[config.mk]
export PLATFORM = sky130hd
export DESIGN_NAME = zisp_fifo
export DESIGN_NICKNAME = d
export VERILOG_FILES = /design/src/rtl/zisp_pkg.sv /design/src/rtl/zisp_fifo.sv
export SDC_FILE = /design/constraint.sdc
export NUM_CORES = 1
export LEC_CHECK = 0
export BUFFER_PORTS_ARGS = -buffer_cell sky130_fd_sc_hd__buf_2
export CAP_MARGIN = 25
export CORE_ASPECT_RATIO = 1.75
export CORE_MARGIN = 4
export CORE_UTILIZATION = 35
export CTS_CLUSTER_DIAMETER = 60
export DETAILED_ROUTE_END_ITERATION = 12
export GPL_ROUTABILITY_DRIVEN = 0
export PLACE_DENSITY = 0.52
export SYNTH_ARGS = -nofsm -noshare
export SYNTH_HDL_FRONTEND = slang
export SYNTH_SLANG_ARGS = --single-unit
[constraint.sdc]
create_clock -name clk -period 26.1 [get_ports clk]
set_clock_uncertainty 0.1 [all_clocks]
set_input_delay 5.22 -clock clk [delete_from_list [all_inputs] [get_ports clk]]
set_output_delay 5.22 -clock clk [all_outputs]
set_load 0.05 [all_outputs]
[src/rtl/zisp_pkg.sv]
// Package: shared types, widths and codes for the zero-island peak statistics block.
`default_nettype none

package zisp_pkg;

    localparam int IDX_W      = 16;
    localparam int FIELD_W    = 24;
    localparam int TOTAL_W    = 40;
    localparam int WACC_W     = 64;
    localparam int CFG_IDX_W  = 1;
    localparam int CFG_DATA_W = 24;
    localparam int NUM_MEANS  = 3;
    localparam int SEL_W      = 2;
    localparam int QUEUE_DEPTH = 4;

    localparam int DEFAULT_MAX_SAMPLES = 65536;
    localparam int DEFAULT_SAMPLE_BITS = 24;

    localparam logic [CFG_IDX_W-1:0] REG_USE_THRESHOLD = 1'd0;
    localparam logic [CFG_IDX_W-1:0] REG_RI_THRESHOLD  = 1'd1;

    localparam logic [SEL_W-1:0] MEAN_RH = 2'd0;
    localparam logic [SEL_W-1:0] MEAN_MW = 2'd1;
    localparam logic [SEL_W-1:0] MEAN_D  = 2'd2;

    typedef struct packed {
        logic               use_threshold;
        logic [FIELD_W-1:0] ri_threshold;
    } cfg_t;

    typedef enum logic [1:0] {
        OP_OPEN,
        OP_ADD,
        OP_CLOSE
    } op_t;

    typedef enum logic [2:0] {
        BK_IDLE,
        BK_LOAD,
        BK_CHECK,
        BK_ITER,
        BK_HOLD
    } back_state_t;

    typedef struct packed {
        logic [IDX_W-1:0]   start_index;
        logic [IDX_W-1:0]   end_index;
        logic [IDX_W-1:0]   peak_number;
        logic [TOTAL_W-1:0] ri_total;
        logic [WACC_W-1:0]  rh_sum;
        logic [WACC_W-1:0]  mw_sum;
        logic [WACC_W-1:0]  d_sum;
        logic [IDX_W-1:0]   top_index;
        logic [FIELD_W-1:0] top_rh;
        logic [FIELD_W-1:0] top_mw;
        logic [FIELD_W-1:0] top_diffusion;
    } peak_rec_t;

endpackage

`default_nettype wire

[src/rtl/zisp_fifo.sv]
// Queue of closed-peak records between front end and divider.
`default_nettype none

module zisp_fifo
    import zisp_pkg::*;
(
    input  wire logic      clk,
    input  wire logic      rst_n,
    input  wire logic      push,
    input  wire peak_rec_t push_data,
    output logic           full,
    input  wire logic      pop,
    output peak_rec_t      rdata,
    output logic           empty
);

    localparam int PTR_W = $clog2(QUEUE_DEPTH);
    localparam int CNT_W = $clog2(QUEUE_DEPTH + 1);
    localparam logic [CNT_W-1:0] DEPTH_C = CNT_W'(QUEUE_DEPTH);

    peak_rec_t        mem [QUEUE_DEPTH];
    logic [PTR_W-1:0] wr_ptr_reg, wr_ptr_next;
    logic [PTR_W-1:0] rd_ptr_reg, rd_ptr_next;
    logic [CNT_W-1:0] count_reg, count_next;
    peak_rec_t        rdata_reg;
    logic             do_push, do_pop;

    assign full    = (count_reg == DEPTH_C);
    assign empty   = (count_reg == '0);
    assign do_push = push && !full;
    assign do_pop  = pop && !empty;
    assign rdata   = rdata_reg;

    always_comb
    begin
        wr_ptr_next = do_push ? wr_ptr_reg + 1'b1 : wr_ptr_reg;
        rd_ptr_next = do_pop ? rd_ptr_reg + 1'b1 : rd_ptr_reg;
        count_next  = count_reg;
        if (do_push && !do_pop)
        begin
            count_next = count_reg + 1'b1;
        end
        else if (do_pop && !do_push)
        begin
            count_next = count_reg - 1'b1;
        end
    end

    always_ff @(posedge clk or negedge rst_n)
    begin
        if (!rst_n)
        begin
            wr_ptr_reg <= '0;
            rd_ptr_reg <= '0;
            count_reg  <= '0;
        end
        else
        begin
            wr_ptr_reg <= wr_ptr_next;
            rd_ptr_reg <= rd_ptr_next;
            count_reg  <= count_next;
        end
    end

    always_ff @(posedge clk)
    begin
        if (do_push)
        begin
            mem[wr_ptr_reg] <= push_data;
        end
        if (do_pop)
        begin
            rdata_reg <= mem[rd_ptr_reg];
        end
    end

endmodule

`default_nettype wire

==> results of run 1 <==
## power by group
part / total, mW / switching [mW] / internal [mW]
Sequential: 4.40 / 0.214 / 4.18
Clock: 2.52 / 1.07 / 1.45
Combinational: 2.68 / 1.86 / 0.820
Total: 9.60 / 3.15 / 6.45
## cell type report
type                    instances  share of cell area [%]
diodes                         43                   0.140
clock buffers                 226                    6.18
clock inverters                93                    1.18
inverters                       5                  0.0342
multi-input cells             392                    11.1
flip-flops and latches       1847                    72.1
well taps                    2415                    3.93
repair buffers                778                    5.32
## path summary, 6_finish.rpt
path / startpoint / endpoint / slack [ns] / depth (start not counted)
worst max-delay path: pop / rdata[239] / 17.59 / 7
worst min-delay path: count_reg[2] / count_reg[2] / 0.39 / 1
worst max register to register: count_reg[0] / rdata[239] / 21.45 / 7
worst min register to register: count_reg[2] / count_reg[2] / 0.39 / 1
max in group asynchronous: rst_n / rd_ptr_reg[0] / 21.57 / 1
min in group asynchronous: rst_n / rd_ptr_reg[1] / 4.13 / 1
## layer usage
| metal | share of wire [%] | vias up |
|---|---|---|
| li1 | - | 11900 |
| met2 | 48 | 922 |
| met1 | 39 | 14600 |
| met4 | 2.8 | 58 |
| met3 | 10 | 318 |
| met5 | 0.25 | - |
## cell families (layout without fill, tap and decap cells)
family,after synthesis,in the layout
flops,1847,1847
mux,370,370
simple gates,10,10
xor+xnor,6,6
buf+inv,88,1102
fa+ha+maj,6,6
other cells,0,43
## critical path, stage by stage
cell	delay (ns)
buf_2	0.09
nand2_1	0.16
inv_8	0.50
buf_4	0.75
buf_4	0.62
buf_4	0.61
buf_4	0.71
## cell usage in the layout, fill, tap and decap left out
cell type	count
and2_4	4
buf_12	8
buf_2	741
buf_4	29
bufinv_16	16
clkbuf_1	42
clkbuf_16	183
clkbuf_8	1
clkinv_1	31
clkinv_2	29
clkinv_4	1
clkinv_8	1
clkinvlp_4	5
dfrtp_1	5
dfrtp_4	2
diode_2	43
edfxtp_1	1840
fa_1	1
ha_1	5
inv_1	4
inv_16	1
inv_6	7
inv_8	3
mux2_2	2
mux4_2	368
nand2_1	1
nand3_1	1
nor2_1	1
nor2b_1	1
nor3b_1	1
or3_1	1
xnor2_1	4
xor2_1	2
==> impl_metrics.toml, run 1 <==
[global_routing]
met2_usage_pct = 23.8
grt.total_usage_pct = 14.9
grt_pass1_wl_um = 210000
grt-busiest-layer = "met2"
grt.overflow.total = 0
met1_usage_pct = 18.7
antenna_found_initial = 92
grt_pass1_vias = 29600
use_met3_pct = 6.10
grt_max_degree = 128

[yosys]
synth_edf_count = 1840
synthMuxAreaShare_pct = 12.9
synth_area_um2 = 64600
syn-mean-instance-area_um2 = 27.7
synth-seq-area-share_pct = 85.8
yosys.area_share.simple_pct = 0.0891
synth_fa_ha_area_share_pct = 0.128
ys_async_sr_fraction_pct = 0.379
yosys_warnings = 0
ys_ff_latch = 1847
synth_top_area_share_pct = 85.6
yosysMostFrequentCell = "edfxtp_1"
synthDistinctLibCells = 20
synth_top_family_by_area = "multiplexers"
synth_compound_area_share_pct = 0
yosys.area.top_type = "edfxtp_1"
synth.top_cells.by_count = "edfxtp_1, mux4_2, buf_2, buf_6, dfrtp_1"
synth_fp_nets = 2705
synth-xor-area-share_pct = 0.0814
synthTopCellsByArea = "edfxtp_1, mux4_2, buf_6"
synth_top_flop_cell = "edfxtp_1"
synthCells = 2327

[clock_network]
cts_sinks = 1847
postCtsSetupBuffers = 0
cts_tree = "yes"
clkLatencyLatePin_ns = 0.82
clock_path_buffers = 4
h-tree-depth = 4
postCtsResizedCells = 0
cts_buffers = 179
clk_pin_slew_ns = 0.06
clock-root-buffer = "clkbuf_16"
cts_hold_buffers = 0

[timing]
finalHoldViolCount = 0
maxSlewHeadroom_pct = 26.9
max_freq_ghz = 0.117
setup_ws_ns = 17.59
worst_pin_slew_ns = 1.10
period_share_pct = 32.6
slew_violations = 0
setup_viol = 0
whs_ns = 0.394
tns_ns = 0
rsz0062_at_grt = "false"
period_minus_slack_ns = 8.51

[cells_and_area]
fillCellCount = 15900
multi_input_area_um2 = 8510
nNetsFinal = 3581
finish.utilization_pct = 41.9
syn2layout_area_growth_pct = 19.0
drive_gt1_share_pct = 41.9
final_area_um2 = 76900
largest_reg_flops = 1472
regArea_um2 = 55400
fin_cells = 5799

[power]
p_total_mw = 9.60
peakVddDrop_v = 0.000150
power.leakage_nw = 25.5
power.density_nw_per_um2 = 125

[floorplanning]
start_util_pct = 35.2
core_area_um2 = 183000
rows = 208
dieArea_um2 = 192000
dieHeight_um = 576
io_pins = 742
dieWidth_um = 333

[route]
firstDrtPassIters = 5
via_count = 27800
wl_per_cell_um = 24.9
drt_iter0_drc = 1763
route.detailed.drc = 0
vias_per_cell = 4.79
antenna_left = 0
routed_wl_um = 145000

[job]
cap_violations = 0

[place]
hpwl_um = 87100
numPortBuffers = 741
dp_slack_ns = 16.52
place_inst = 5437
place_area_um2 = 71100

[worst_hold_path]
hold_path.class = "flip-flop to flip-flop"

[setup_path]
crit_required_ns = 26.42
critPathCaptureType = "flip-flop"
cp_data_arrival_time_ns = 8.84
cp_max_fo = 95
critPathKind = "input pin to flip-flop"
startpoint_type = "input pin"

[outcome]
status = "completed"
(Power assumes the default switching activity.)
==> run 2, diff against run 1 <==
Settings changed: ABC_AREA set to 1.
Clock period 26.1 ns to 8.7 ns, I/O delays scaled along.
==> impl_metrics.toml, run 2 <==
[outcome]
status = "completed"

[clock_network]
clock_path_buffers = 4
clk_pin_slew_ns = 0.07
clock-root-buffer = "clkbuf_16"
postCtsSetupBuffers = 0
postCtsResizedCells = 0
clkLatencyLatePin_ns = 0.81
h-tree-depth = 4
cts_hold_buffers = 0
cts_tree = "yes"
cts_sinks = 1847
cts_buffers = 179

[place]
numPortBuffers = 741
hpwl_um = 94700
dp_slack_ns = 4.23
place_area_um2 = 75700

[cells_and_area]
nNetsFinal = 5820
final_area_um2 = 81300
syn2layout_area_growth_pct = 16.7
drive_gt1_share_pct = 18.4
largest_reg_flops = 1472
layout_commonest_cell = "edfxtp_1"
finish.utilization_pct = 41.1
layout_common_cells = "edfxtp_1, nand2_1, inv_1"

[timing]
slew_violations = 0
period_share_pct = 43.0
setup_viol = 0
period_minus_slack_ns = 3.74
maxSlewHeadroom_pct = 14.5
finalHoldViolCount = 0
setup_ws_ns = 4.96
worst_pin_slew_ns = 1.28
whs_ns = 0.429
rsz0062_at_grt = "false"
max_freq_ghz = 0.267

[yosys]
synth_top_flop_cell = "edfxtp_1"
synth_top_area_share_pct = 79.3
yosysMostFrequentCell = "edfxtp_1"
synthTopCellsByArea = "edfxtp_1, o211ai_1, nand2_1"
synthDistinctLibCells = 17
yosys.area.top_type = "edfxtp_1"
ys_ff_latch = 1847
synthCells = 4723
yosys_warnings = 0
ys_async_sr_fraction_pct = 0.379
synth_fp_nets = 5101
synth-seq-area-share_pct = 79.6
syn-mean-instance-area_um2 = 14.7
synth_edf_count = 1840
synth.top_cells.by_count = "edfxtp_1, nand2_1, inv_1, o211ai_1, buf_2"
synth_area_um2 = 69600

[route]
route.detailed.drc = 0
routed_wl_um = 163000
firstDrtPassIters = 5
vias_per_cell = 4.63
via_count = 38100
antenna_left = 0
drt_iter0_drc = 1872
wl_per_cell_um = 19.8

[floorplanning]
rows = 216
core_area_um2 = 198000
io_pins = 742
dieArea_um2 = 206000
dieHeight_um = 598
start_util_pct = 35.2
dieWidth_um = 345

[setup_path]
cp_data_arrival_time_ns = 1.90
startpoint_type = "flip-flop"
critPathCaptureType = "output pin"
critPathKind = "flip-flop to output pin"
crit_required_ns = 6.86
cp_max_fo = 5

[global_routing]
grt_pass1_wl_um = 240000
grt.overflow.total = 0
grt.total_usage_pct = 15.3
antenna_found_initial = 94
grt_pass1_vias = 37000
grt_max_degree = 257

[power]
p_total_mw = 30.2
power.density_nw_per_um2 = 372
peakVddDrop_v = 0.000290
power.leakage_nw = 31.1

[worst_hold_path]
hold_path.class = "flip-flop to flip-flop"

[job]
cap_violations = 0
run 2: cell count changes after synthesis, moves of 6 or more:
cell and delta:
buf_6 +17, mux4_2 -368, buf_4 +6, inv_1 +748
nand2_1 +1120, clkbuf_1 +45, buf_2 +93, nand3_1 +6
o211ai_1 +736
run 2: final cells by class:
cell class / instances / area [µm²]
fill: 18100 / 117000
sequential: 1847 / 55400
multi-input combinational: 1877 / 9920
clock buffer: 217 / 4620
timing repair buffer: 782 / 4290
tap: 2616 / 3270
inverter: 755 / 2860
clock inverter: 92 / 807
antenna: 39 / 97.6
run 2: final timing paths:
| path | to | slack, ns | depth (start not counted) | start |
|---|---|---|---|---|
| setup / recovery | empty | 4.96 | 4 | count_reg[0] |
| hold / removal | count_reg[2] | 0.43 | 2 | count_reg[2] |
| setup reg to reg | rdata[216] | 5.13 | 6 | rd_ptr_reg[0] |
| hold reg to reg | count_reg[2] | 0.43 | 2 | count_reg[2] |
| max in group asynchronous | rd_ptr_reg[1] | 7.65 | 1 | rst_n |
| min in group asynchronous | wr_ptr_reg[0] | 0.66 | 1 | rst_n |
run 2: critical path, cell delays in order, from the launching register on:
cell     delay (ns)
dfrtp_1        0.43
inv_1          0.09
nand3_1        0.17
inv_1          0.13
buf_2          0.27
run 2: cells by family after synthesis:
| kind of cell | Yosys count | synth area share [%] |
|---|---|---|
| fa+ha+maj | 6 | 0.119 |
| simple gates | 1133 | 6.12 |
| xor+xnor | 1 | 0.0126 |
| buf+inv | 999 | 6.21 |
| flops | 1847 | 79.6 |
| compound gates | 737 | 7.94 |
run 2: per-stage QoR:
stage | TNS (ns) | instances
floorplan | -5405.65 | 4723
global placement | 0 | 7876
detailed placement | 0 | 7876
CTS | 0 | 8185
global route | 0 | 8199
finish | 0 | 8225
run 2: where the power goes:
part           total [mW]  leakage (nW)  internal [mW]  switching [mW]
sequential           13.3          17.1           12.6           0.622
clock                7.32          2.63           4.07            3.26
combinational        9.65          11.3           2.08            7.57
run 2: routing by layer:
layer / global-route usage [%] / wire length [µm] / up-vias
li1: - / - / 18300
met3: 5.71 / 14700 / 362
met5: 0 / 448 / -
met2: 25.6 / 78200 / 987
met1: 18.5 / 65000 / 18400
met4: 4.68 / 4630 / 68
