### src/rtl/zisp_pkg.sv
// Package: shared types, widths and codes for the zero-island peak statistics block.
`default_nettype none

package zisp_pkg;

    localparam int IDX_W      = 16;
    localparam int FIELD_W    = 24;
    localparam int TOTAL_W    = 40;
    localparam int WACC_W     = 64;
    localparam int CFG_IDX_W  = 1;
    localparam int CFG_DATA_W = 24;
    localparam int NUM_MEANS  = 3;
    localparam int SEL_W      = 2;
    localparam int QUEUE_DEPTH = 4;

    localparam int DEFAULT_MAX_SAMPLES = 65536;
    localparam int DEFAULT_SAMPLE_BITS = 24;

    localparam logic [CFG_IDX_W-1:0] REG_USE_THRESHOLD = 1'd0;
    localparam logic [CFG_IDX_W-1:0] REG_RI_THRESHOLD  = 1'd1;

    localparam logic [SEL_W-1:0] MEAN_RH = 2'd0;
    localparam logic [SEL_W-1:0] MEAN_MW = 2'd1;
    localparam logic [SEL_W-1:0] MEAN_D  = 2'd2;

    typedef struct packed {
        logic               use_threshold;
        logic [FIELD_W-1:0] ri_threshold;
    } cfg_t;

    typedef enum logic [1:0] {
        OP_OPEN,
        OP_ADD,
        OP_CLOSE
    } op_t;

    typedef enum logic [2:0] {
        BK_IDLE,
        BK_LOAD,
        BK_CHECK,
        BK_ITER,
        BK_HOLD
    } back_state_t;

    typedef struct packed {
        logic [IDX_W-1:0]   start_index;
        logic [IDX_W-1:0]   end_index;
        logic [IDX_W-1:0]   peak_number;
        logic [TOTAL_W-1:0] ri_total;
        logic [WACC_W-1:0]  rh_sum;
        logic [WACC_W-1:0]  mw_sum;
        logic [WACC_W-1:0]  d_sum;
        logic [IDX_W-1:0]   top_index;
        logic [FIELD_W-1:0] top_rh;
        logic [FIELD_W-1:0] top_mw;
        logic [FIELD_W-1:0] top_diffusion;
    } peak_rec_t;

endpackage

`default_nettype wire

### src/rtl/zisp_if.sv
// Interfaces: sample request channel and peak result channel.
`default_nettype none


interface zisp_result_if
    import zisp_pkg::*;
();
    logic               valid;
    logic               ready;
    logic [IDX_W-1:0]   start_index;
    logic [IDX_W-1:0]   end_index;
    logic [IDX_W-1:0]   peak_number;
    logic [TOTAL_W-1:0] ri_total;
    logic [FIELD_W-1:0] mean_rh;
    logic [FIELD_W-1:0] mean_mw;
    logic [FIELD_W-1:0] mean_diffusion;
    logic [IDX_W-1:0]   top_index;
    logic [FIELD_W-1:0] top_rh;
    logic [FIELD_W-1:0] top_mw;
    logic [FIELD_W-1:0] top_diffusion;
    logic               zero_weight;

    modport source (output valid, start_index, end_index, peak_number, ri_total, mean_rh,
                    mean_mw, mean_diffusion, top_index, top_rh, top_mw, top_diffusion,
                    zero_weight, input ready);
    modport sink   (input valid, start_index, end_index, peak_number, ri_total, mean_rh,
                    mean_mw, mean_diffusion, top_index, top_rh, top_mw, top_diffusion,
                    zero_weight, output ready);
endinterface

`default_nettype wire

### src/rtl/zisp_back.sv
// Back end: shared radix-2 divider for the three weighted means, and the result register.
`default_nettype none

module zisp_back
    import zisp_pkg::*;
(
    input  wire logic       clk,
    input  wire logic       rst_n,
    input  wire logic       q_empty,
    output logic            q_pop,
    input  wire peak_rec_t  q_data,
    zisp_result_if.source   results
);

    localparam int CNT_W = $clog2(FIELD_W);
    localparam logic [CNT_W-1:0] LAST_BIT = CNT_W'(FIELD_W - 1);
    localparam logic [SEL_W-1:0] LAST_SEL = SEL_W'(NUM_MEANS - 1);

    back_state_t state_reg, state_next;

    peak_rec_t          rec_reg, rec_next;
    logic [SEL_W-1:0]   sel_reg, sel_next;
    logic [CNT_W-1:0]   cnt_reg, cnt_next;
    logic [TOTAL_W-1:0] rem_reg, rem_next;
    logic [FIELD_W-1:0] quot_reg, quot_next;
    logic [FIELD_W-1:0] mean_reg [NUM_MEANS];
    logic [FIELD_W-1:0] mean_val;
    logic               mean_we;

    logic               out_valid_reg, out_valid_next;
    peak_rec_t          out_rec_reg;
    logic [FIELD_W-1:0] out_mean_reg [NUM_MEANS];
    logic               out_zw_reg;

    logic [WACC_W-1:0]  num;
    logic [FIELD_W-1:0] num_low;
    logic [TOTAL_W:0]   r2, r2_sub;
    logic               ge, den_zero, overflow, out_load, mean_done;

    always_comb
    begin
        case (sel_reg)
            MEAN_RH: num = rec_reg.rh_sum;
            MEAN_MW: num = rec_reg.mw_sum;
            default: num = rec_reg.d_sum;
        endcase
    end

    assign num_low  = num[FIELD_W-1:0];
    assign den_zero = (rec_reg.ri_total == '0);
    assign overflow = (num >= {rec_reg.ri_total, {FIELD_W{1'b0}}});
    assign r2       = {rem_reg, num_low[cnt_reg]};
    assign ge       = (r2 >= {1'b0, rec_reg.ri_total});
    assign r2_sub   = r2 - {1'b0, rec_reg.ri_total};
    assign out_load = (state_reg == BK_HOLD) && (!out_valid_reg || results.ready);

    always_comb
    begin
        mean_done = 1'b0;
        if ((state_reg == BK_CHECK) && (den_zero || overflow))
        begin
            mean_done = 1'b1;
        end
        if ((state_reg == BK_ITER) && (cnt_reg == '0))
        begin
            mean_done = 1'b1;
        end
    end

    // next state
    always_comb
    begin
        state_next = state_reg;
        unique case (state_reg)
            BK_IDLE:
            begin
                if (!q_empty)
                begin
                    state_next = BK_LOAD;
                end
            end
            BK_LOAD:
            begin
                state_next = BK_CHECK;
            end
            BK_CHECK, BK_ITER:
            begin
                if (mean_done)
                begin
                    state_next = (sel_reg == LAST_SEL) ? BK_HOLD : BK_CHECK;
                end
                else
                begin
                    state_next = BK_ITER;
                end
            end
            BK_HOLD:
            begin
                if (out_load)
                begin
                    state_next = BK_IDLE;
                end
            end
            default:
            begin
                state_next = BK_IDLE;
            end
        endcase
    end

    // datapath and outputs
    always_comb
    begin
        q_pop     = 1'b0;
        rec_next  = rec_reg;
        sel_next  = sel_reg;
        cnt_next  = cnt_reg;
        rem_next  = rem_reg;
        quot_next = quot_reg;
        mean_we   = 1'b0;
        mean_val  = '0;
        unique case (state_reg)
            BK_IDLE:
            begin
                q_pop = !q_empty;
            end
            BK_LOAD:
            begin
                rec_next = q_data;
                sel_next = MEAN_RH;
            end
            BK_CHECK:
            begin
                cnt_next  = LAST_BIT;
                rem_next  = num[WACC_W-1:FIELD_W];
                quot_next = '0;
                if (den_zero)
                begin
                    mean_we = 1'b1;
                end
                else if (overflow)
                begin
                    mean_we  = 1'b1;
                    mean_val = '1;
                end
            end
            BK_ITER:
            begin
                rem_next  = ge ? r2_sub[TOTAL_W-1:0] : r2[TOTAL_W-1:0];
                quot_next = {quot_reg[FIELD_W-2:0], ge};
                cnt_next  = cnt_reg - 1'b1;
                if (cnt_reg == '0)
                begin
                    mean_we  = 1'b1;
                    mean_val = quot_next;
                end
            end
            BK_HOLD:
            begin
            end
            default:
            begin
            end
        endcase
        if (mean_done && (sel_reg != LAST_SEL))
        begin
            sel_next = sel_reg + 1'b1;
        end
    end

    always_comb
    begin
        out_valid_next = out_valid_reg;
        if (out_load)
        begin
            out_valid_next = 1'b1;
        end
        else if (results.ready)
        begin
            out_valid_next = 1'b0;
        end
    end

    always_ff @(posedge clk or negedge rst_n)
    begin
        if (!rst_n)
        begin
            state_reg     <= BK_IDLE;
            out_valid_reg <= 1'b0;
        end
        else
        begin
            state_reg     <= state_next;
            out_valid_reg <= out_valid_next;
        end
    end

    always_ff @(posedge clk)
    begin
        rec_reg  <= rec_next;
        sel_reg  <= sel_next;
        cnt_reg  <= cnt_next;
        rem_reg  <= rem_next;
        quot_reg <= quot_next;
        if (mean_we)
        begin
            mean_reg[sel_reg] <= mean_val;
        end
        if (out_load)
        begin
            out_rec_reg  <= rec_reg;
            out_mean_reg <= mean_reg;
            out_zw_reg   <= den_zero;
        end
    end

    assign results.valid          = out_valid_reg;
    assign results.start_index    = out_rec_reg.start_index;
    assign results.end_index      = out_rec_reg.end_index;
    assign results.peak_number    = out_rec_reg.peak_number;
    assign results.ri_total       = out_rec_reg.ri_total;
    assign results.mean_rh        = out_mean_reg[MEAN_RH];
    assign results.mean_mw        = out_mean_reg[MEAN_MW];
    assign results.mean_diffusion = out_mean_reg[MEAN_D];
    assign results.top_index      = out_rec_reg.top_index;
    assign results.top_rh         = out_rec_reg.top_rh;
    assign results.top_mw         = out_rec_reg.top_mw;
    assign results.top_diffusion  = out_rec_reg.top_diffusion;
    assign results.zero_weight    = out_zw_reg;

endmodule

`default_nettype wire

### src/flat_wrapper.sv
// flat-port wrapper written by rule: the top's interface ports become plain ports
module zisp_back_flat import zisp_pkg::*;
  (clk, rst_n, q_empty, q_pop, q_data, results_valid, results_start_index, results_end_index, results_peak_number, results_ri_total, results_mean_rh, results_mean_mw, results_mean_diffusion, results_top_index, results_top_rh, results_top_mw, results_top_diffusion, results_zero_weight, results_ready);
  zisp_result_if results_i ();
  input  wire logic clk;
  input  wire logic rst_n;
  input  wire logic q_empty;
  output logic q_pop;
  input  wire peak_rec_t q_data;
  output wire logic [$bits(results_i.valid)-1:0] results_valid;
  output wire logic [$bits(results_i.start_index)-1:0] results_start_index;
  output wire logic [$bits(results_i.end_index)-1:0] results_end_index;
  output wire logic [$bits(results_i.peak_number)-1:0] results_peak_number;
  output wire logic [$bits(results_i.ri_total)-1:0] results_ri_total;
  output wire logic [$bits(results_i.mean_rh)-1:0] results_mean_rh;
  output wire logic [$bits(results_i.mean_mw)-1:0] results_mean_mw;
  output wire logic [$bits(results_i.mean_diffusion)-1:0] results_mean_diffusion;
  output wire logic [$bits(results_i.top_index)-1:0] results_top_index;
  output wire logic [$bits(results_i.top_rh)-1:0] results_top_rh;
  output wire logic [$bits(results_i.top_mw)-1:0] results_top_mw;
  output wire logic [$bits(results_i.top_diffusion)-1:0] results_top_diffusion;
  output wire logic [$bits(results_i.zero_weight)-1:0] results_zero_weight;
  input wire logic [$bits(results_i.ready)-1:0] results_ready;
  assign results_valid = results_i.valid;
  assign results_start_index = results_i.start_index;
  assign results_end_index = results_i.end_index;
  assign results_peak_number = results_i.peak_number;
  assign results_ri_total = results_i.ri_total;
  assign results_mean_rh = results_i.mean_rh;
  assign results_mean_mw = results_i.mean_mw;
  assign results_mean_diffusion = results_i.mean_diffusion;
  assign results_top_index = results_i.top_index;
  assign results_top_rh = results_i.top_rh;
  assign results_top_mw = results_i.top_mw;
  assign results_top_diffusion = results_i.top_diffusion;
  assign results_zero_weight = results_i.zero_weight;
  assign results_i.ready = results_ready;
  zisp_back u_core (.clk(clk), .rst_n(rst_n), .q_empty(q_empty), .q_pop(q_pop), .q_data(q_data), .results(results_i));
endmodule
### config.mk
export PLATFORM = sky130hd
export DESIGN_NAME = zisp_back_flat
export DESIGN_NICKNAME = d
export VERILOG_FILES = /design/src/rtl/zisp_pkg.sv /design/src/rtl/zisp_if.sv /design/src/rtl/zisp_back.sv /design/src/flat_wrapper.sv
export SDC_FILE = /design/constraint.sdc
export NUM_CORES = 1
export LEC_CHECK = 0
export BUFFER_PORTS_ARGS = -buffer_cell sky130_fd_sc_hd__buf_2
export CAP_MARGIN = 30
export CELL_PAD_IN_SITES_DETAIL_PLACEMENT = 2
export CELL_PAD_IN_SITES_GLOBAL_PLACEMENT = 2
export CORE_ASPECT_RATIO = 0.6
export CORE_MARGIN = 2
export CORE_UTILIZATION = 39
export CTS_CLUSTER_DIAMETER = 100
export DETAILED_ROUTE_END_ITERATION = 12
export HOLD_SLACK_MARGIN = 0.15
export PLACE_DENSITY = 0.89
export SLEW_MARGIN = 40
export SYNTH_ARGS = -nofsm -noshare
export SYNTH_HDL_FRONTEND = slang
export SYNTH_SLANG_ARGS = --single-unit
### constraint.sdc
create_clock -name clk -period 34.4 [get_ports clk]
set_input_delay 1.72 -clock clk [delete_from_list [all_inputs] [get_ports clk]]
set_output_delay 1.72 -clock clk [all_outputs]
set_load 0.01 [all_outputs]
==> out/metrics.cfg, run 1 <==
[run_status]
status=finished, final reports clean

[final_layout]
area_growth_syn_to_layout_pct=23.19
final_core_utilization=0.4860
final_layout_size_suffix_gt1_frac=0.3193
largest_reg_flops=368
design.final.nets=2820
fin_area_sq_um=35820
fill_cells=7008

[pwr]
power-per-cell-area_nw_per_um2=91.55
power.leakage_nw=13.81
vdd_ir_drop_max_uv=47.46

[global_route]
grt_start_max_net_pins=101
antenna_found_initial=31
grt_use_met3=0.08922
gr-usage-all-layers=0.2908
grt_pass1_wl_um=156000
grtUsageMet1=0.3761
use_met2=0.4717
grt_most_used_layer=met2
via_count_of_the_first_global_routing_pass=20020
gr-total-overflow=0

[detailed_routing]
detail_route.drc_violations=0
detail-route-antenna-nets=0
vias=18740
first_iter_violations=2005
drt_first_pass_iters=5
route.detailed.wl_per_inst_um=33.21
routed_wirelength_um=113600
drt-vias-per-instance=5.477

[setup_path]
timing.critical_path.to_type=register
r2r-end=u_core.mean_reg[28]
worst_r2r_startpoint=u_core.sel_reg[1]
cp_max_fo=39
cpMostUsedCell=sky130_fd_sc_hd__nand4_1
r2r_slack_ns=27.84
crit_required_ns=34.66
cp_top_family=simple AND/OR/NAND/NOR gates
worst-path-buf-inv=2
worst_path_max_delay_cell=sky130_fd_sc_hd__and4_2
worst_path_largest_cell_delay_ns=0.88
setup.worst_path.end=u_core.mean_reg[28]
reg2reg_depth=15
startpoint=u_core.sel_reg[1]
arrival_ns=6.82
crit_path_start_kind=register
critical_path_depth=15
crit_chain=inv_1 -> ha_4 -> nor2_4 -> buf_4 -> a21oi_1 -> ha_1 -> nand4_1 -> nor2_1 -> nand4_1 -> nor4_1 -> nand2_1 -> a211oi_1 -> o311ai_2 -> nand3_1 -> and4_2
criticalPathCategory=register to register

[yosys]
dominant_combinational_cell_family_by_area_after_synthesis=compound AO/OA/AOI/OAI gates
netlist_top_cells_area=sky130_fd_sc_hd__edfxtp_1 (78%), sky130_fd_sc_hd__ha_1 (3.6%), sky130_fd_sc_hd__a21oi_1 (1.8%), sky130_fd_sc_hd__nand2_1 (1.5%), sky130_fd_sc_hd__a21o_1 (1.5%)
synthAdderAreaFrac=0.03683
synth_seq_cells=763
synthXorXnorAreaFrac=0.01084
synth_top_cell_area_share=0.7839
yosys_warnings=0
synth_most_common_cell=sky130_fd_sc_hd__edfxtp_1
seq_area_frac_synth=0.7873
synthFlopType=sky130_fd_sc_hd__edfxtp_1
avgSynthCellArea_sq_um=17.07
synth_area_leader_cell=sky130_fd_sc_hd__edfxtp_1
muxShareOfSynthArea=0.01721
ys_top_cells_by_count=sky130_fd_sc_hd__edfxtp_1 (759), sky130_fd_sc_hd__nand2_1 (118), sky130_fd_sc_hd__a21oi_1 (105), sky130_fd_sc_hd__ha_1 (84), sky130_fd_sc_hd__nor2_1 (79)
synth-edff-count=759
synthDistinctLibCells=67
yosys.area_share.simple=0.05310
synthArstFlopShare=0.005242
post_synth_inst_count=1703
synth_fp_nets=2160
synth_compound_area_frac=0.07694
syn_area_sq_um=29080

[timing]
slew_headroom=0.4291
slew_worst_pin_ns=0.8564
drv_slew=0
hold_ws_ns=0.4168
setup_viol=0
timing.clock.skew_ns=0.04596
final_period_minus_worst_setup_slack_ns=6.560
finalHoldViolCount=0
fin_tns_setup_ns=0
rsz0062_at_grt=no
maxClockFrequency_mhz=152.4
final_min_period_over_clock_period=0.1907

[clock_tree]
hold_buffers=0
clkTransAtPathRegs_ns=0.07
tritoncts_clock_tree=built
clk_root_buffer_cell=sky130_fd_sc_hd__clkbuf_16
clockBufferDepth=3
clock_sink_count=763
cts_resized=0
ctsHtreeMaxLevel=3
worstSkewPairLatency_ns=0.67
post-cts-setup-buffer-count=0
cts_made_buffers=73

[run]
timing.max_cap.violations=0

[place]
place.gp.congestion=0.8868
post_dp_cell_area_sq_um=33450
io_buffers=622
detailed_place_hpwl_um=84980

[floorplan]
floorplan.initialDensity=0.3945
die_width_um=356.5
placement_rows=77
top_level_ports=623
core_sq_um=73700
die_height_um=215.5
fp.dieArea_sq_um=76830

[worst_hold_path]
hp-class=register to register
hold_path.startpoint=u_core.rec_reg[69]

==> worst min-delay path by stage <==
stage	to	slack [ns]	cells past startpoint
floorplan	u_core.results.end_index[0]	0.40	0
global placement	u_core.results.top_index[9]	0.40	0
detailed placement	u_core.results.mean_rh[9]	0.41	0
CTS	u_core.results.top_rh[21]	0.42	0
global route	u_core.results.start_index[6]	0.43	0
finish	u_core.results.top_rh[21]	0.42	0
==> per-layer routing <==
layer | share of wire | wire length, um
met5 | 0.00077 | 87
met4 | 0.028 | 3151
met3 | 0.095 | 10790
met2 | 0.48 | 54550
met1 | 0.40 | 45040
==> kinds of logic (layout without fill, tap and decap cells) <==
group	Yosys count	in the layout
buffers and inverters	122	840
adder cells (fa/ha/maj)	85	85
multiplexers	41	41
AO/OA/AOI/OAI	329	329
XOR/XNOR	36	36
AND/OR/NAND/NOR	327	327
other	0	14
flip-flops	763	763
==> power by group <==
part / switching [W] / total (W) / internal [W] / leakage (nW)
Sequential: 0.000102 / 0.00138 / 0.00127 / 7.05
Combinational: 0.000733 / 0.00110 / 0.000364 / 5.66
Clock: 0.000372 / 0.000806 / 0.000434 / 1.10
Total: 0.00121 / 0.00328 / 0.00207 / 13.8
==> cells in the final DEF, fill, tap and decap left out, drive strengths merged, types with 12 or more instances in the layout <==
cell / Yosys / final
buf: 24 / 640
clkinv: 0 / 24
nand3: 15 / 15
and3: 28 / 28
a22o: 25 / 25
ha: 84 / 84
nor3: 12 / 12
o21ai: 37 / 37
inv: 65 / 68
nor4: 16 / 16
xnor2: 22 / 22
nand4: 24 / 24
clkbuf: 33 / 100
edfxtp: 759 / 759
mux2i: 32 / 32
nor2: 81 / 81
a22oi: 39 / 39
xor2: 14 / 14
diode: 0 / 14
a21oi: 106 / 106
a21o: 58 / 58
nand2: 118 / 118
==> stage by stage <==
stage,cells,power [W],setup WS [ns]
2_1_floorplan,1703,0.002129,5.662
3_3_place_gp,3270,0.002310,28.14
3_5_place_dp,3274,0.002459,27.92
4_1_cts,3407,0.003283,27.86
5_1_grt,3413,0.003430,27.66
6_report,3422,0.003280,27.84
==> area by class of cell <==
type                    instances  area (sq um)  area share
diodes                         14         35.03   0.0009780
repair buffers                642          3359     0.09379
clock inverters                35         301.5    0.008418
multi-input cells             818          5759      0.1608
flip-flops and latches        763         22890      0.6391
clock buffers                  98          1993     0.05564
inverters                      65         244.0    0.006811
well taps                     987          1235     0.03448
(Power assumes the default switching activity.)
==> inputs of run 2 (changes only) <==
ABC_AREA = 1   (was unset)
CORE_UTILIZATION = 37   (was 39)
clock period = 6.7 ns   (was 34.4 ns; I/O delays follow)
==> run 2 against run 1 <==
Compared with the run above: routed wire length up 39%; design area up 13%; synthesized cell count up 31%; maximum frequency up 17%; via count up 31%.
==> out/metrics.cfg, run 2 <==
[place]
place.detailed.instances=3888  ; +19%
detailed_place_hpwl_um=97260  ; +14%
dpl_worst_slack_ns=1.524  ; -26.40 ns
io_buffers=622  ; unchanged
place.gp.congestion=0.8916  ; +0.54%

[clock_tree]
cts_resized=0  ; unchanged
clockBufferDepth=3  ; unchanged
post-cts-setup-buffer-count=0  ; unchanged
tritoncts_clock_tree=built
clk_root_buffer_cell=sky130_fd_sc_hd__clkbuf_16
hold_buffers=372  ; +372
worstSkewPairLatency_ns=0.69  ; +0.02 ns
clkTransAtPathRegs_ns=0.09  ; +0.02 ns
clock_sink_count=763  ; unchanged
ctsHtreeMaxLevel=3  ; unchanged
cts_made_buffers=73  ; unchanged

[final_layout]
design.final.nets=3728  ; +32%
commonest_non_fill_non_tap_cells_in_the_layout=sky130_fd_sc_hd__edfxtp_1 (759), sky130_fd_sc_hd__nand2_1 (630), sky130_fd_sc_hd__buf_2 (622)
sequential_cell_area_sq_um=22890  ; about the same
final_layout_size_suffix_gt1_frac=0.2317  ; -0.08762
fill_cells=7838  ; +12%
stdcell_count=4417  ; +29%
multi_input_combinational_cell_area_sq_um=6130  ; +6.4%
area_growth_syn_to_layout_pct=35.98
final_core_utilization=0.5097  ; +0.02368
most_frequent_standard_cell_in_the_layout_excluding_fill_and_tap_cells=sky130_fd_sc_hd__edfxtp_1
largest_reg_flops=368  ; unchanged

[setup_path]
crit_required_ns=7.14  ; -27.52 ns
reg2reg_depth=20  ; +5
r2r-end=u_core.rem_reg[22]
cp_max_fo=27  ; -31%
crit_path_start_kind=register
criticalPathCategory=register to register
worst_r2r_startpoint=u_core.sel_reg[1]
r2r_slack_ns=1.07  ; -26.77 ns
timing.critical_path.to_type=register
arrival_ns=6.07  ; -0.75 ns

[yosys]
post_synth_inst_count=2227  ; +31%
synth_area_leader_cell=sky130_fd_sc_hd__edfxtp_1
seq_area_frac_synth=0.7665  ; -0.02078
synth-edff-count=759  ; unchanged
synth_most_common_cell=sky130_fd_sc_hd__edfxtp_1
syn_area_sq_um=29860  ; +2.7%
yosys_warnings=0  ; unchanged
synthFlopType=sky130_fd_sc_hd__edfxtp_1
netlist_top_cells_area=sky130_fd_sc_hd__edfxtp_1 (76%), sky130_fd_sc_hd__nand2_1 (7.9%), sky130_fd_sc_hd__ha_1 (3.5%), sky130_fd_sc_hd__inv_1 (2.3%), sky130_fd_sc_hd__nor2_1 (2.0%)
synth_fp_nets=2684  ; +24%
ys_top_cells_by_count=sky130_fd_sc_hd__edfxtp_1 (759), sky130_fd_sc_hd__nand2_1 (630), sky130_fd_sc_hd__inv_1 (184), sky130_fd_sc_hd__nor2_1 (159), sky130_fd_sc_hd__nand3_1 (109)
synthArstFlopShare=0.005242  ; unchanged
synthDistinctLibCells=42  ; -37%
synth_top_cell_area_share=0.7632  ; -0.02069
avgSynthCellArea_sq_um=13.41  ; -21%
synth_seq_cells=763  ; unchanged

[detailed_routing]
drt_first_pass_iters=6  ; +1
first_iter_violations=2928  ; +46%
drt-vias-per-instance=5.554  ; +1.4%
detail-route-antenna-nets=0  ; unchanged
route.detailed.wl_per_inst_um=35.85  ; +8.0%
routed_wirelength_um=158400  ; +39%
vias=24530  ; +31%
detail_route.drc_violations=0  ; unchanged

[timing]
maxClockFrequency_mhz=177.7  ; +17%
final_min_period_over_clock_period=0.8399  ; +0.6492
slew_headroom=0.4123  ; -0.01684
drv_slew=0  ; unchanged
post-route-worst-setup-slack_ns=1.073  ; -26.77 ns
fin_tns_setup_ns=0  ; unchanged
rsz0062_at_grt=no
final_period_minus_worst_setup_slack_ns=5.627  ; -0.9327 ns
finalHoldViolCount=0  ; unchanged
timing.clock.skew_ns=0.04729  ; +0.001329 ns
slew_worst_pin_ns=0.8816  ; +0.02527 ns
setup_viol=0  ; unchanged

[run_status]
status=finished, final reports clean

[pwr]
power.leakage_nw=16.45  ; +19%
vdd_ir_drop_max_uv=208.1  ; +340%
power-per-cell-area_nw_per_um2=440.6  ; +380%

[global_route]
gr-usage-all-layers=0.3604  ; +0.06964
antenna_found_initial=20  ; -35%
gr-total-overflow=0  ; unchanged
grt_pass1_wl_um=208900  ; +34%
grt_start_max_net_pins=127  ; +26%
via_count_of_the_first_global_routing_pass=26070  ; +30%

[floorplan]
floorplan.initialDensity=0.3748  ; -0.01969
die_height_um=224.1  ; +4.0%
fp.dieArea_sq_um=83080  ; +8.1%
placement_rows=80  ; +3.9%
core_sq_um=79680  ; +8.1%
top_level_ports=623  ; unchanged
die_width_um=370.8  ; +4.0%

[worst_hold_path]
min_path_cells=2  ; +2
hold_path.startpoint=q_data[156]
hp-class=input pin to register
holdPathEnd=u_core.rec_reg[156]

[run]
timing.max_cap.violations=0  ; unchanged

==> run 2: cell types whose count changed in the layout (fill, tap and decap cells not counted), sizes merged, moves of 13 or more <==
cell	delta
nand3	+95
inv	+123
o21ai	+21
a21o	-51
nand2	+514
a22o	-24
a22oi	-39
dlygate4sd3	+372
xor2	-13
and3	-28
mux2i	-32
nor2	+79
==> run 2: worst max path at each step <==
stage / slack [ns] / startpoint / to / cells after the start
3_5_place_dp: 1.52 / u_core.sel_reg[1] / u_core.mean_reg[26] / 20
2_1_floorplan: -3.27 / u_core.state_reg[2] / u_core.sel_reg[0] / 3
4_1_cts: 1.41 / u_core.sel_reg[0] / u_core.mean_reg[41] / 20
5_1_grt: 0.79 / u_core.sel_reg[1] / u_core.rem_reg[30] / 23
6_report: 1.07 / u_core.sel_reg[1] / u_core.rem_reg[22] / 20
3_3_place_gp: 1.88 / u_core.sel_reg[0] / u_core.rem_reg[35] / 19
==> run 2: stage by stage <==
| step | instance area, sq um | hold slack (ns) | total power (W) |
|---|---|---|---|
| global placement | 34290 | 0.1541 | 0.01186 |
| finish | 40610 | 0.3546 | 0.01789 |
| floorplan | 29880 | 0.03941 | 0.01035 |
| detailed placement | 34420 | 0.1623 | 0.01263 |
| global route | 40580 | 0.3519 | 0.01847 |
| CTS | 40510 | 0.3233 | 0.01720 |
==> run 2: area by class of cell <==
cell class,instances,share of cell area
Timing Repair Buffer,1013,0.1757
Clock inverter,44,0.009766
Antenna cell,23,0.001417
Multi-Input combinational cell,1233,0.1509
Tap cell,1066,0.03284
Clock buffer,88,0.04840
Inverter,187,0.01728
Sequential cell,763,0.5637
==> run 2: cell families after synthesis <==
family,Yosys count,share of synthesized area
flip-flops,763,0.7665
AO/OA/AOI/OAI,183,0.03335
AND/OR/NAND/NOR,943,0.1274
XOR/XNOR,22,0.006452
adder cells (fa/ha/maj),85,0.03586
buffers and inverters,231,0.03042
==> run 2: worst max-delay path: stages, from the launching register on <==
cell	delay, ns
sky130_fd_sc_hd__edfxtp_1	0.46
sky130_fd_sc_hd__inv_1	0.14
sky130_fd_sc_hd__ha_2	0.41
sky130_fd_sc_hd__nor2_4	0.65
sky130_fd_sc_hd__a21oi_1	0.33
sky130_fd_sc_hd__o211ai_1	0.38
sky130_fd_sc_hd__nand3_1	0.17
sky130_fd_sc_hd__nand2_1	0.09
sky130_fd_sc_hd__nand2_1	0.10
sky130_fd_sc_hd__and2_1	0.19
sky130_fd_sc_hd__ha_1	0.25
sky130_fd_sc_hd__fa_1	0.44
sky130_fd_sc_hd__o21ai_2	0.28
sky130_fd_sc_hd__a21boi_1	0.15
sky130_fd_sc_hd__o21ai_0	0.62
sky130_fd_sc_hd__nand2_1	0.12
sky130_fd_sc_hd__nand2_1	0.15
sky130_fd_sc_hd__xnor2_1	0.13
sky130_fd_sc_hd__nand2_1	0.08
sky130_fd_sc_hd__nand3_1	0.12
sky130_fd_sc_hd__nand2_1	0.07
==> run 2: where the power goes <==
part / total (W) / switching (W) / leakage, nW / internal [W]
combinational: 0.00624 / 0.00452 / 8.21 / 0.00172
clock: 0.00459 / 0.00226 / 1.16 / 0.00232
sequential: 0.00706 / 0.000599 / 7.08 / 0.00646
total: 0.0179 / 0.00739 / 16.4 / 0.0105
==> run 2: routing by layer <==
layer / track usage / part of all wire / vias to the layer above
li1: - / - / 9871
met1: 0.4634 / 0.39 / 12740
met2: 0.5865 / 0.47 / 1548
met3: 0.08617 / 0.086 / 372
met4: 0.1486 / 0.051 / 4
met5: 0 / 0.00017 / -
